**src/rtl/rd_pkg.sv**
```systemverilog
// ----------------------------------------------------------------------------
// rd_pkg: shared definitions for the restoring divider
// Operand width, field width, round counter width and the control
// struct that the sequencer hands to the row of divider cells.
// ----------------------------------------------------------------------------
`default_nettype none

package rd_pkg;

   // operand width of the divider datapath (2 to 63)
   localparam int WIDTH   = 32;
   // width of the request and response fields
   localparam int FIELD_W = 32;
   // round counter must hold WIDTH itself
   localparam int CNT_W   = $clog2(WIDTH + 1);
   // staging width for field/operand conversion
   localparam int MAX_W   = (WIDTH > FIELD_W) ? WIDTH : FIELD_W;

   // control from the sequencer to the cell row
   typedef struct packed {
      logic load;   // take new operands, clear partial remainder
      logic step;   // run one shift-subtract-restore round
   } rd_ctl_type;

endpackage

`default_nettype wire

```
**src/rtl/restoring_divider.sv**
```systemverilog
// ----------------------------------------------------------------------------
// restoring_divider: unsigned restoring divider, top level
// Sequencer, round counter and response register around the cell row.
// ----------------------------------------------------------------------------
// Divides req_dividend by req_divisor (both unsigned, low WIDTH bits used)
// and returns the quotient and remainder. A request runs WIDTH rounds
// through the row of bit-slice cells, one quotient bit per cycle, set by
// the borrow ripple along the row, and the result is then handed to the
// response register from ST_DONE. A new request is taken in that handoff
// cycle while the response side keeps up. A waiting response does not block
// the start of the next division, but holds its result in ST_DONE, with no
// new request taken, until the response slot frees. A zero divisor returns
// an all-ones quotient and the dividend as remainder.
// ----------------------------------------------------------------------------
`default_nettype none

module restoring_divider
   import rd_pkg::*;
(
   input  wire logic               clock,
   input  wire logic               reset,
   input  wire logic               req_valid,
   output logic                    req_ready,
   input  wire logic [FIELD_W-1:0] req_dividend,
   input  wire logic [FIELD_W-1:0] req_divisor,
   output logic                    rsp_valid,
   input  wire logic               rsp_ready,
   output logic      [FIELD_W-1:0] rsp_quotient,
   output logic      [FIELD_W-1:0] rsp_remainder
);

   typedef enum logic [1:0] {
      ST_IDLE,
      ST_RUN,
      ST_DONE
   } state_type;

   state_type        state_ff, state_in;
   logic [CNT_W-1:0] rounds_left_ff, rounds_left_in;
   logic             rsp_valid_ff, rsp_valid_in;
   logic [FIELD_W-1:0] rsp_quotient_ff, rsp_quotient_in;
   logic [FIELD_W-1:0] rsp_remainder_ff, rsp_remainder_in;

   rd_ctl_type       ctl;
   logic             req_fire;
   logic             slot_free;
   logic [MAX_W-1:0] dividend_x;
   logic [MAX_W-1:0] divisor_x;
   logic [WIDTH-1:0] row_quotient;
   logic [WIDTH-1:0] row_remainder;

   // fit request fields to the operand width
   assign dividend_x = MAX_W'(req_dividend);
   assign divisor_x  = MAX_W'(req_divisor);

   // response slot can take a result this cycle
   assign slot_free = ~rsp_valid_ff | rsp_ready;
   assign req_ready = (state_ff == ST_IDLE) | ((state_ff == ST_DONE) & slot_free);
   assign req_fire  = req_valid & req_ready;

   assign ctl.load = req_fire;
   assign ctl.step = (state_ff == ST_RUN);

   // sequence rounds and hand results to the response register
   always_comb begin
      state_in         = state_ff;
      rounds_left_in   = rounds_left_ff;
      rsp_valid_in     = rsp_valid_ff & ~rsp_ready;
      rsp_quotient_in  = rsp_quotient_ff;
      rsp_remainder_in = rsp_remainder_ff;
      case (state_ff)
         ST_IDLE: begin
            if (req_fire) begin
               state_in       = ST_RUN;
               rounds_left_in = CNT_W'(WIDTH);
            end
         end
         ST_RUN: begin
            rounds_left_in = rounds_left_ff - 1'b1;
            if (rounds_left_ff == CNT_W'(1)) begin
               state_in = ST_DONE;
            end
         end
         ST_DONE: begin
            if (slot_free) begin
               rsp_valid_in     = 1'b1;
               rsp_quotient_in  = FIELD_W'(row_quotient);
               rsp_remainder_in = FIELD_W'(row_remainder);
               state_in         = ST_IDLE;
               if (req_fire) begin
                  state_in       = ST_RUN;
                  rounds_left_in = CNT_W'(WIDTH);
               end
            end
         end
         default: begin
            state_in = ST_IDLE;
         end
      endcase
   end

   always_ff @(posedge clock) begin
      if (reset) begin
         state_ff       <= ST_IDLE;
         rounds_left_ff <= '0;
         rsp_valid_ff   <= 1'b0;
      end else begin
         state_ff       <= state_in;
         rounds_left_ff <= rounds_left_in;
         rsp_valid_ff   <= rsp_valid_in;
      end
      rsp_quotient_ff  <= rsp_quotient_in;
      rsp_remainder_ff <= rsp_remainder_in;
   end

   rd_row u_row (
      .clock       (clock),
      .ctl         (ctl),
      .ld_dividend (dividend_x[WIDTH-1:0]),
      .ld_divisor  (divisor_x[WIDTH-1:0]),
      .quotient    (row_quotient),
      .remainder   (row_remainder)
   );

   assign rsp_valid     = rsp_valid_ff;
   assign rsp_quotient  = rsp_quotient_ff;
   assign rsp_remainder = rsp_remainder_ff;

endmodule

`default_nettype wire

```
**src/rtl/rd_cell.sv**
```systemverilog
// ----------------------------------------------------------------------------
// rd_cell: one bit slice of the divider
// Holds one bit each of partial remainder, quotient and divisor. Each round
// it takes the shifted-in bits from its lower neighbor, forms its bit of the
// trial difference and passes the borrow up the row.
// ----------------------------------------------------------------------------
`default_nettype none

module rd_cell
   import rd_pkg::*;
(
   input  wire logic       clock,
   input  wire rd_ctl_type ctl,
   input  wire logic       ld_q,        // dividend bit on load
   input  wire logic       ld_d,        // divisor bit on load
   input  wire logic       pr_sin,      // remainder bit shifted in from below
   input  wire logic       q_sin,       // quotient bit shifted in from below
   input  wire logic       borrow_in,   // borrow from the lower slice
   input  wire logic       take,        // trial subtraction succeeded
   output logic            borrow_out,
   output logic            pr,
   output logic            q
);

   logic pr_ff, pr_in;
   logic q_ff,  q_in;
   logic d_ff,  d_in;
   logic diff;

   // trial subtract of the divisor bit from the shifted remainder bit
   assign diff       = pr_sin ^ d_ff ^ borrow_in;
   assign borrow_out = (~pr_sin & d_ff) | (~(pr_sin ^ d_ff) & borrow_in);

   // load, advance one round, or hold
   always_comb begin
      pr_in = pr_ff;
      q_in  = q_ff;
      d_in  = d_ff;
      if (ctl.load) begin
         pr_in = 1'b0;
         q_in  = ld_q;
         d_in  = ld_d;
      end else if (ctl.step) begin
         pr_in = take ? diff : pr_sin;
         q_in  = q_sin;
      end
   end

   always_ff @(posedge clock) begin
      pr_ff <= pr_in;
      q_ff  <= q_in;
      d_ff  <= d_in;
   end

   assign pr = pr_ff;
   assign q  = q_ff;

endmodule

`default_nettype wire

```
**src/rtl/rd_row.sv**
```systemverilog
// ----------------------------------------------------------------------------
// rd_row: row of WIDTH divider cells
// Chains the bit slices: remainder and quotient shift left one slice per
// round, the borrow ripples upward, and the top of the chain decides
// whether the difference is kept or the remainder restored.
// ----------------------------------------------------------------------------
`default_nettype none

module rd_row
   import rd_pkg::*;
(
   input  wire logic             clock,
   input  wire rd_ctl_type       ctl,
   input  wire logic [WIDTH-1:0] ld_dividend,
   input  wire logic [WIDTH-1:0] ld_divisor,
   output logic      [WIDTH-1:0] quotient,
   output logic      [WIDTH-1:0] remainder
);

   logic [WIDTH-1:0] pr_w;
   logic [WIDTH-1:0] q_w;
   logic [WIDTH-1:0] borrow_w;
   logic [WIDTH-1:0] pr_sin_w;
   logic [WIDTH-1:0] q_sin_w;
   logic [WIDTH-1:0] bin_w;
   logic             s_top;
   logic             take;

   // shift paths: quotient top bit feeds the remainder bottom
   assign pr_sin_w = {pr_w[WIDTH-2:0], q_w[WIDTH-1]};
   assign q_sin_w  = {q_w[WIDTH-2:0], take};
   assign bin_w    = {borrow_w[WIDTH-2:0], 1'b0};

   // top remainder bit after the shift; the divisor has no bit here, and
   // the stored remainder stays below the divisor, so no register is kept
   assign s_top = pr_w[WIDTH-1];
   assign take  = s_top | ~borrow_w[WIDTH-1];

   for (genvar i = 0; i < WIDTH; i++) begin : g_cell
      rd_cell u_cell (
         .clock      (clock),
         .ctl        (ctl),
         .ld_q       (ld_dividend[i]),
         .ld_d       (ld_divisor[i]),
         .pr_sin     (pr_sin_w[i]),
         .q_sin      (q_sin_w[i]),
         .borrow_in  (bin_w[i]),
         .take       (take),
         .borrow_out (borrow_w[i]),
         .pr         (pr_w[i]),
         .q          (q_w[i])
      );
   end

   assign quotient  = q_w;
   assign remainder = pr_w;

endmodule

`default_nettype wire

```
**config.mk**
```make
export PLATFORM = sky130hd
export DESIGN_NAME = restoring_divider
export DESIGN_NICKNAME = d
export VERILOG_FILES = /design/src/rtl/rd_pkg.sv /design/src/rtl/restoring_divider.sv /design/src/rtl/rd_cell.sv /design/src/rtl/rd_row.sv
export SDC_FILE = /design/constraint.sdc
export NUM_CORES = 1
export LEC_CHECK = 0
export BUFFER_PORTS_ARGS = -buffer_cell sky130_fd_sc_hd__buf_4
export CORE_MARGIN = 4
export CORE_UTILIZATION = 55
export DETAILED_ROUTE_END_ITERATION = 16
export GPL_TIMING_DRIVEN = 0
export PLACE_DENSITY = 0.8
export SLEW_MARGIN = 10
export SYNTH_ARGS = -nofsm -noshare
export SYNTH_HDL_FRONTEND = slang
export SYNTH_SLANG_ARGS = --single-unit
```
**constraint.sdc**
```tcl
create_clock -name clock -period 18.7 [get_ports clock]
set_input_delay 0.935 -clock clock [delete_from_list [all_inputs] [get_ports clock]]
set_output_delay 0.935 -clock clock [all_outputs]
set_load 0.02 [all_outputs]
```
# Word-level counts from Yosys, hierarchy flattened
# Index checks and enable logic that the tools add are counted.
# totals
output_inout_bits	66
wordCells	449
romBits	0
n_memories	0
latchBits	0
in_bits	68
register_bits	169
mem_bits_rw	0
# classes
bitwise_logic	229
reduce_logical	6
n_eq_ne	6
multipliers	0
shifts	0
n_addsub	1
muxes	106
div_mod_pow	0
n_lt_le_gt_ge	0
# op_table
op	count
$mux W1	99
$and A1 B1 Y1	66
$not A1 Y1	66
$xor A1 B1 Y1	63
$or A1 B1 Y1	34
$pmux W6 S3	1
$mux W6	2
$eq A6 B1 Y1 const B	1
$mux W2	3
$pmux W2 S3	1
$sub A6 B1 Y6 const B	1
$ne A2 B2 Y1 const B	2
$reduce_and A2 Y1	2
$reduce_and A3 Y1	1
$reduce_bool A3 Y1	1
$eq A2 B1 Y1 const B	1
$eq A2 B2 Y1 const B	1
$logic_not A2 Y1	1
$ne A2 B1 Y1 const B	1
$reduce_bool A2 Y1	1

# Longest topological paths before layout
# Gate-level depths: netlist of run 1.
# logic_depth
word_depth	68
depth_mapped	40

# By module
# Synthesis of run 1 repeated with hierarchy kept, for this count alone.
# unflattened
cells_unflattened	504
hier_area_um2	7355.8
# by_module_without_submodules
mod	n_inst	area_per_inst_um2	cells_each
rd_cell (u_row.g_cell[0].u_cell ...)	20	155.1	12
restoring_divider	1	2409.8	118
rd_cell (u_row.g_cell[28].u_cell ...)	11	152.6	12
rd_cell (u_row.g_cell[8].u_cell)	1	146.4	11
rd_row	1	17.5	3

# Worst setup path after synthesis of run 1
# No wires, ideal clock.
# synth_path
path_type	register to register
start	register u_row.g_cell[31].u_cell.q_ff
end	register u_row.g_cell[23].u_cell.pr_ff
arrival_time_ns	13.193
path_slack_ns	5.431
synth_period_minus_slack_ns	13.269
path_stages_with_launch	41
setup_time_ns	0.076
t_required_ns	18.624
cell_sequence	edfxtp_1 -> inv_1 -> ha_1 -> inv_1 -> fa_1 -> inv_1 -> fa_1 -> fa_1 -> fa_1 -> fa_1 -> fa_1 -> fa_1 -> fa_1 -> fa_1 -> fa_1 -> fa_1 -> fa_1 -> fa_1 -> (+5 left out) -> fa_1 -> fa_1 -> fa_1 -> fa_1 -> fa_1 -> fa_1 -> fa_1 -> fa_1 -> fa_1 -> fa_1 -> fa_1 -> fa_1 -> fa_1 -> nand2b_1 -> buf_2 -> clkbuf_1 -> mux2_2 -> o22ai_1
# synth_between
elab_chain_len	67
elab_cells_between_ends	68
classes_between	1 x mux; 67 x bitwise
# synth_lines
element	line	source
from (decl)	rd_cell.sv:26	logic q_ff, q_in;
from (signal assigned)	rd_cell.sv:51	q_ff <= q_in;
$not A1 Y1 *	rd_cell.sv:32	assign borrow_out = (~pr_sin & d_ff) | (~(pr_sin ^ d_ff) & borrow_in);
$and A1 B1 Y1 * (2 in a row)	rd_cell.sv:32	
$or A1 B1 Y1 *	rd_cell.sv:32	
$and A1 B1 Y1 *	rd_cell.sv:32	
$or A1 B1 Y1 *	rd_cell.sv:32	
$and A1 B1 Y1 *	rd_cell.sv:32	
$or A1 B1 Y1 *	rd_cell.sv:32	
$and A1 B1 Y1 *	rd_cell.sv:32	
(+50 left out)	n/a	
$or A1 B1 Y1	rd_cell.sv:32	
$and A1 B1 Y1	rd_cell.sv:32	
$or A1 B1 Y1	rd_cell.sv:32	
$and A1 B1 Y1	rd_cell.sv:32	
$or A1 B1 Y1	rd_cell.sv:32	
$not A1 Y1	rd_row.sv:37	assign take = s_top | ~borrow_w[WIDTH-1];
$or A1 B1 Y1	rd_row.sv:37	
$mux W1 *	rd_cell.sv:44	pr_in = take ? diff : pr_sin;
to (signal assigned)	rd_cell.sv:50	pr_ff <= pr_in;
to (decl)	rd_cell.sv:25	logic pr_ff, pr_in;
# Mark *: on every way between the ends. The rest lies on a longest branch, timed or not.
# A chain may end at the register's enable or synchronous reset.

# Worst setup path in the final report of run 1
# layout_path
start	register u_row.g_cell[31].u_cell.q_ff
end	register u_row.g_cell[3].u_cell.pr_ff
# layout_between
elab_chain_len	67
elab_cells_between_ends	68
classes_between	1 x mux; 67 x bitwise
# layout_lines
element	line
$not A1 Y1 *	rd_cell.sv:32
$and A1 B1 Y1 * (2 in a row)	rd_cell.sv:32
$or A1 B1 Y1 *	rd_cell.sv:32
$and A1 B1 Y1 *	rd_cell.sv:32
$or A1 B1 Y1 *	rd_cell.sv:32
$and A1 B1 Y1	rd_cell.sv:32
$or A1 B1 Y1	rd_cell.sv:32
$and A1 B1 Y1	rd_cell.sv:32
(+50 left out)	n/a
$or A1 B1 Y1	rd_cell.sv:32
$and A1 B1 Y1	rd_cell.sv:32
$or A1 B1 Y1	rd_cell.sv:32
$and A1 B1 Y1	rd_cell.sv:32
$or A1 B1 Y1	rd_cell.sv:32
$not A1 Y1	rd_row.sv:37
$or A1 B1 Y1	rd_row.sv:37
$mux W1 *	rd_cell.sv:44
to (signal assigned)	rd_cell.sv:50
to (decl)	rd_cell.sv:25
# Marked as above.

==> results of run 1 <==
==> registers in the layout, indices dropped and copies added, names as in the netlist <==
| name | cells |
|---|---|
| rsp_quotient | 32 |
| u_row.g_cell.u_cell.pr | 32 |
| rsp_remainder | 32 |
| state_ff | 2 |
| rounds_left_ff | 6 |
| rsp_valid | 1 |
| u_row.g_cell.u_cell.q | 32 |
| u_row.g_cell.u_cell.d_ff | 32 |
==> synth_stat cells (2+ instances only) <==
| cell type | n |
|---|---|
| edfxtp_1 | 128 |
| buf_4 | 3 |
| inv_1 | 38 |
| buf_2 | 5 |
| a31oi_1 | 2 |
| o22ai_1 | 30 |
| clkbuf_1 | 8 |
| mux2_2 | 61 |
| a21oi_1 | 5 |
| nor2_1 | 5 |
| mux2i_1 | 2 |
| ha_1 | 3 |
| or3_1 | 3 |
| nand3b_1 | 2 |
| nand2b_1 | 6 |
| dfxtp_1 | 41 |
| fa_1 | 31 |
| nor2b_1 | 2 |
| o31ai_1 | 3 |
| o21ai_0 | 2 |
| a211oi_1 | 2 |
==> stage by stage <==
stage | std cells | area, sq um | hold slack, ns
after detailed placement | 681 | 7990 | 0.414
final | 711 | 8530 | 0.428
after CTS | 711 | 8530 | 0.428
after floorplan | 400 | 6760 | 0.408
after global routing | 711 | 8530 | 0.435
after global placement | 679 | 7940 | 0.411
==> cells by family (layout without fill, tap and decap cells) <==
group,count (synthesis),in the layout,synth area share (%)
compound gates,52,52,5.14
simple gates,26,26,2.35
mux,63,63,10.5
buf+inv,56,220,3.37
flops,169,169,69.0
fa+ha+maj,34,34,9.73
==> critical path, delay by kind of cell (launching register included) <==
| kind | cells | cell delay (ns) |
|---|---|---|
| AOI/OAI and AO/OA | 1 | 0.14 |
| DFF | 1 | 0.36 |
| adders and majority gates | 32 | 12.35 |
| buffers and inverters | 5 | 0.92 |
| and+or+nand+nor | 1 | 0.09 |
| muxes | 1 | 0.43 |
==> area by class of cell <==
cell class / instances / area share (%)
sequential: 169 / 54.7
clock buffer: 19 / 5.08
inverter: 39 / 1.72
tap: 147 / 2.16
clock inverter: 11 / 1.26
buffer: 17 / 0.954
timing repair buffer: 134 / 12.1
multi-input combinational: 175 / 22.0
==> layer usage <==
layer / GRT usage [%] / part of all wire, % / vias up
met3: 5.03 / 4.9 / 25
li1: - / - / 1785
met5: 0 / 0 / -
met2: 33.2 / 53 / 118
met4: 9.49 / 2.7 / 0
met1: 23.6 / 39 / 1886
==> layout by cell type, fill, tap and decap left out, types with 3 or more instances in the layout <==
| cell | Yosys | layout |
|---|---|---|
| clkbuf_16 | 0 | 17 |
| or3_1 | 3 | 3 |
| edfxtp_1 | 128 | 128 |
| ha_1 | 3 | 3 |
| o22ai_1 | 30 | 30 |
| clkbuf_1 | 8 | 10 |
| clkinvlp_4 | 0 | 3 |
| clkinv_1 | 0 | 4 |
| nor2_1 | 5 | 5 |
| inv_1 | 38 | 37 |
| buf_4 | 3 | 135 |
| dfxtp_1 | 41 | 41 |
| buf_2 | 5 | 5 |
| nand2b_1 | 6 | 6 |
| fa_1 | 31 | 31 |
| o31ai_1 | 3 | 3 |
| mux2_2 | 61 | 61 |
| a21oi_1 | 5 | 5 |
==> worst paths after layout <==
path                                                 end  slack, ns  depth (start not counted)                                    start
hold / removal               rsp_remainder[12]$_DFFE_PP_       0.43                          0  u_row.g_cell[12].u_cell.pr$_SDFFE_PP0P_
setup / recovery  u_row.g_cell[3].u_cell.pr$_SDFFE_PP0P_       4.32                         40      u_row.g_cell[31].u_cell.q$_DFFE_PP_
setup reg to reg  u_row.g_cell[3].u_cell.pr$_SDFFE_PP0P_       4.32                         40      u_row.g_cell[31].u_cell.q$_DFFE_PP_
hold reg to reg              rsp_remainder[12]$_DFFE_PP_       0.43                          0  u_row.g_cell[12].u_cell.pr$_SDFFE_PP0P_
==> power by group through the flow <==
| stage | clock (uW) | sequential, uW | combinational (uW) |
|---|---|---|---|
| floorplan | 0 | 443 | 34.9 |
| global placement | 0 | 444 | 55.1 |
| detailed placement | 0 | 445 | 58.7 |
| CTS | 328 | 437 | 59.5 |
| global route | 346 | 440 | 65.1 |
| finish | 322 | 437 | 58.9 |
==> impl_metrics.ini, run 1 <==
[global_routing]
grt_pass1_wl_mm = 21.1
grt_pass1_vias = 4130
grt_antenna_before_repair = 0
grt_max_degree = 42
grt_remaining_overflow = 0
grt_util_all_layers_pct = 19.6

[setup_path]
criticalPathCategory = reg -> reg
required_ns = 19.03
crit_top_cell = fa_1
max_stage_delay_ns = 0.56
endpoint_kind = register
cp.arrival_ns = 14.71
cp_slowest_cell = clkbuf_1
start_kind = register
path_max_fanout = 10

[placed_design]
hpwlAfterDp_mm = 9.24
dp_slack_ns = 4.42
routabilityCongestion = 0.812
numPortBuffers = 132

[synth]
synth-seq-cells = 169
synth_nets = 502
synth_edf_count = 128
synth-async-reset-ratio_pct = 0
ys_seq_area_share_pct = 69.0
yosysTopAreaCell = edfxtp_1
yosys_warnings = 0
syn_area_per_cell_sq_um = 16.9
synth_area_sq_um = 6760
synth_ff_type = edfxtp_1
synth_top_area_share_pct = 56.8
postSynthCellCount = 400
netlist-cell-type-count = 39
synth_area_leaders = edfxtp_1, dfxtp_1, mux2_2

[die]
core-area_sq_um = 12000
die_w_microns = 119
ioPinCount = 134
die_area_sq_um = 14100
dieHeight_microns = 119
initial_utilization_pct = 56.3
row_count = 40

[layout]
drive_gt1_share_pct = 41.1
fin_util_pct = 71.0
diodes = 0
nets = 655
area_growth_pct = 26.1
fillers = 758
regArea_sq_um = 4660
multi_input_area_sq_um = 1880

[routing]
dr.pass1.iters = 6
wl_per_cell_microns = 18.3
ant_nets = 0
drc = 0
drtIter0Drc = 344
routed_wl_mm = 13.0
vias = 3814
drt-vias-per-instance = 5.36

[power]
cell_internal_pwr_uw = 649
power_leakage_uw = 0.00304
powerDensity_nw_per_um2 = 96.0
ir_worst_vdd_v = 0.0000583
switching_share_pct = 20.7
seqPwrFrac_pct = 53.4
clockPowerShare_pct = 39.4
pwr-share-comb_pct = 7.2
switchingPower_uw = 170
power.total_uw = 819

[cts]
clk_pin_slew_ns = 0.06
hold_buffers = 0
cts_htree_levels = 4
numCtsBuffers = 17
cts_sinks = 169
cts_tree = yes
cts-root-buf = clkbuf_16
postCtsSetupBuffers = 0
clock_latency_ns = 0.42
cts.path.max_buffers = 2
cts_resized = 0

[job]
drv_cap = 0

[sta]
worstMarginPinSlew_ns = 0.706
fin_crit_ns = 14.38
fin_crit_sh_pct = 76.9
slew_headroom_pct = 52.9
rsz0062_at_grt = false
finClkSkew_ns = 0.00966
final-setup-viol-count = 0
slew_violations = 0
worst_slack_ns = 4.32
fmax_mhz = 69.5
fin_setup_tns_ns = 0
finalHoldViolCount = 0

[min_path]
hold_class = reg -> reg

[status]
status = complete, no violations
Note: power is estimated with default switching activity, not from simulation.
==> inputs of run 2 (changes only) <==
Clock period 18.7 ns to 13.3 ns, I/O delays scaled along.
==> run 2 against run 1 <==
Sequential power up 41%. Setup slack worse by 4.0 ns. Critical path depth unchanged. Wire length grew 1.7%. Register-to-register slack lost 4.0 ns. Power is 41% higher. Clock-buffer cell count unchanged. Sequential share of layout area decreased by 0.80 points.
==> impl_metrics.ini, run 2 (synthesis results as in run 1) <==
[die]
row_count = 40
dieHeight_microns = 119
ioPinCount = 134
initial_utilization_pct = 56.3
die_w_microns = 119
core-area_sq_um = 12000
die_area_sq_um = 14100

[sta]
finClkSkew_ns = 0.00515
fin_crit_sh_pct = 97.5
slew_violations = 0
fmax_mhz = 77.1
finalHoldViolCount = 0
rsz0062_at_grt = false
slew_headroom_pct = 52.3
final-setup-viol-count = 0
worstMarginPinSlew_ns = 0.716
fin_crit_ns = 12.97

[power]
powerDensity_nw_per_um2 = 133
power.total_uw = 1150
ir_worst_vdd_v = 0.0000819
power_leakage_uw = 0.00307

[min_path]
hold_class = in -> reg

[setup_path]
criticalPathCategory = reg -> reg
cp.arrival_ns = 13.30
max_stage_delay_ns = 0.40
r2r_end = u_row.g_cell[17].u_cell.pr$_SDFFE_PP0P_
r2r-start = u_row.g_cell[31].u_cell.q$_DFFE_PP_
path_delay_family = adder cells
cp_num_cells = 40
worstRegToRegCells = 40
start_kind = register
worstSetupEndpoint = u_row.g_cell[17].u_cell.pr$_SDFFE_PP0P_
reg2reg_slack_ns = 0.33
critPathBufInv = 5
crit_start = u_row.g_cell[31].u_cell.q$_DFFE_PP_
cp_slowest_cell = fa_1
crit_top_cell = fa_2
path_max_fanout = 10
endpoint_kind = register
required_ns = 13.63

[routing]
drtIter0Drc = 295
wl_per_cell_microns = 18.6
routed_wl_mm = 13.2
drc = 0
dr.pass1.iters = 5
vias = 3804
drt-vias-per-instance = 5.35
ant_nets = 0

[cts]
cts_sinks = 169
cts-root-buf = clkbuf_16
cts_tree = yes
clock_latency_ns = 0.42
cts.path.max_buffers = 2
postCtsSetupBuffers = 0
cts_resized = 26
cts_htree_levels = 4
clk_pin_slew_ns = 0.06
numCtsBuffers = 17
hold_buffers = 0

[job]
drv_cap = 0

[placed_design]
placedCellCount = 681
numPortBuffers = 132
hpwlAfterDp_mm = 9.24
routabilityCongestion = 0.812

[layout]
area_growth_pct = 27.9
fin_util_pct = 72.0
final_cell_mix = buf_4, edfxtp_1, mux2_2
final_cells = 711
layout.cells.most_common = buf_4
nets = 655
drive_gt1_share_pct = 45.4
diodes = 0

[global_routing]
grt_pass1_vias = 4170
grt_antenna_before_repair = 0
grt_max_degree = 42
grt_remaining_overflow = 0
grt_pass1_wl_mm = 21.2
grt_util_all_layers_pct = 19.6

[status]
status = complete, no violations
==> run 2: cell counts in the layout (fill, tap and decap cells not counted) <==
Identical to the previous run, type by type.
==> run 2: worst min path at each step <==
stage,from,to,depth (start not counted)
after floorplan,u_row.g_cell[10].u_cell.pr$_SDFFE_PP0P_,rsp_remainder[10]$_DFFE_PP_,0
after global placement,u_row.g_cell[14].u_cell.pr$_SDFFE_PP0P_,rsp_remainder[14]$_DFFE_PP_,0
after detailed placement,u_row.g_cell[14].u_cell.pr$_SDFFE_PP0P_,rsp_remainder[14]$_DFFE_PP_,0
after CTS,req_divisor[9],u_row.g_cell[9].u_cell.d_ff$_DFFE_PP_,1
after global routing,req_divisor[16],u_row.g_cell[16].u_cell.d_ff$_DFFE_PP_,1
final,req_divisor[9],u_row.g_cell[9].u_cell.d_ff$_DFFE_PP_,1
==> run 2: routing by layer <==
metal | global-route usage (%) | wire, microns | vias to the layer above
li1 | - | - | 1784
met1 | 23.1 | 5160 | 1873
met2 | 33.4 | 7000 | 114
met3 | 4.89 | 639 | 33
met4 | 10.6 | 452 | 0
met5 | 0 | 0 | -
==> run 2: through the flow <==
stage / hold slack (ns) / setup TNS (ns) / worst slack (ns) / cell area, sq um
floorplan: 0.408 / 0 / 0.0310 / 6760
global placement: 0.411 / -24.43 / -0.855 / 7940
detailed placement: 0.414 / -28.98 / -0.984 / 7990
CTS: 0.402 / 0 / 0.00586 / 8630
global route: 0.394 / 0 / 0.00902 / 8650
finish: 0.416 / 0 / 0.333 / 8650
==> run 2: worst reg2reg max path, delay by kind of cell (launching register included) <==
kind	cells	cell delay (ns)
muxes	1	0.34
and+or+nand+nor	1	0.11
DFF	1	0.36
adders and majority gates	32	11.41
buffers and inverters	5	0.51
AOI/OAI and AO/OA	1	0.16
==> run 2: power by group <==
part           switching (uW)  internal [uW]  total [uW]  leakage, uW
clock network             184            270         454     0.000255
logic                    41.5           42.9        84.4      0.00127
registers                14.9            600         615      0.00154
total                     240            914        1150      0.00307
==> run 2: area by class of cell <==
type,count,area (sq um)
plain buffers,17,151
clock inverters,11,108
well taps,147,184
repair buffers,134,1030
clock buffers,19,433
inverters,39,146
flip-flops and latches,169,4660
fillers,734,3360
multi-input cells,175,1940
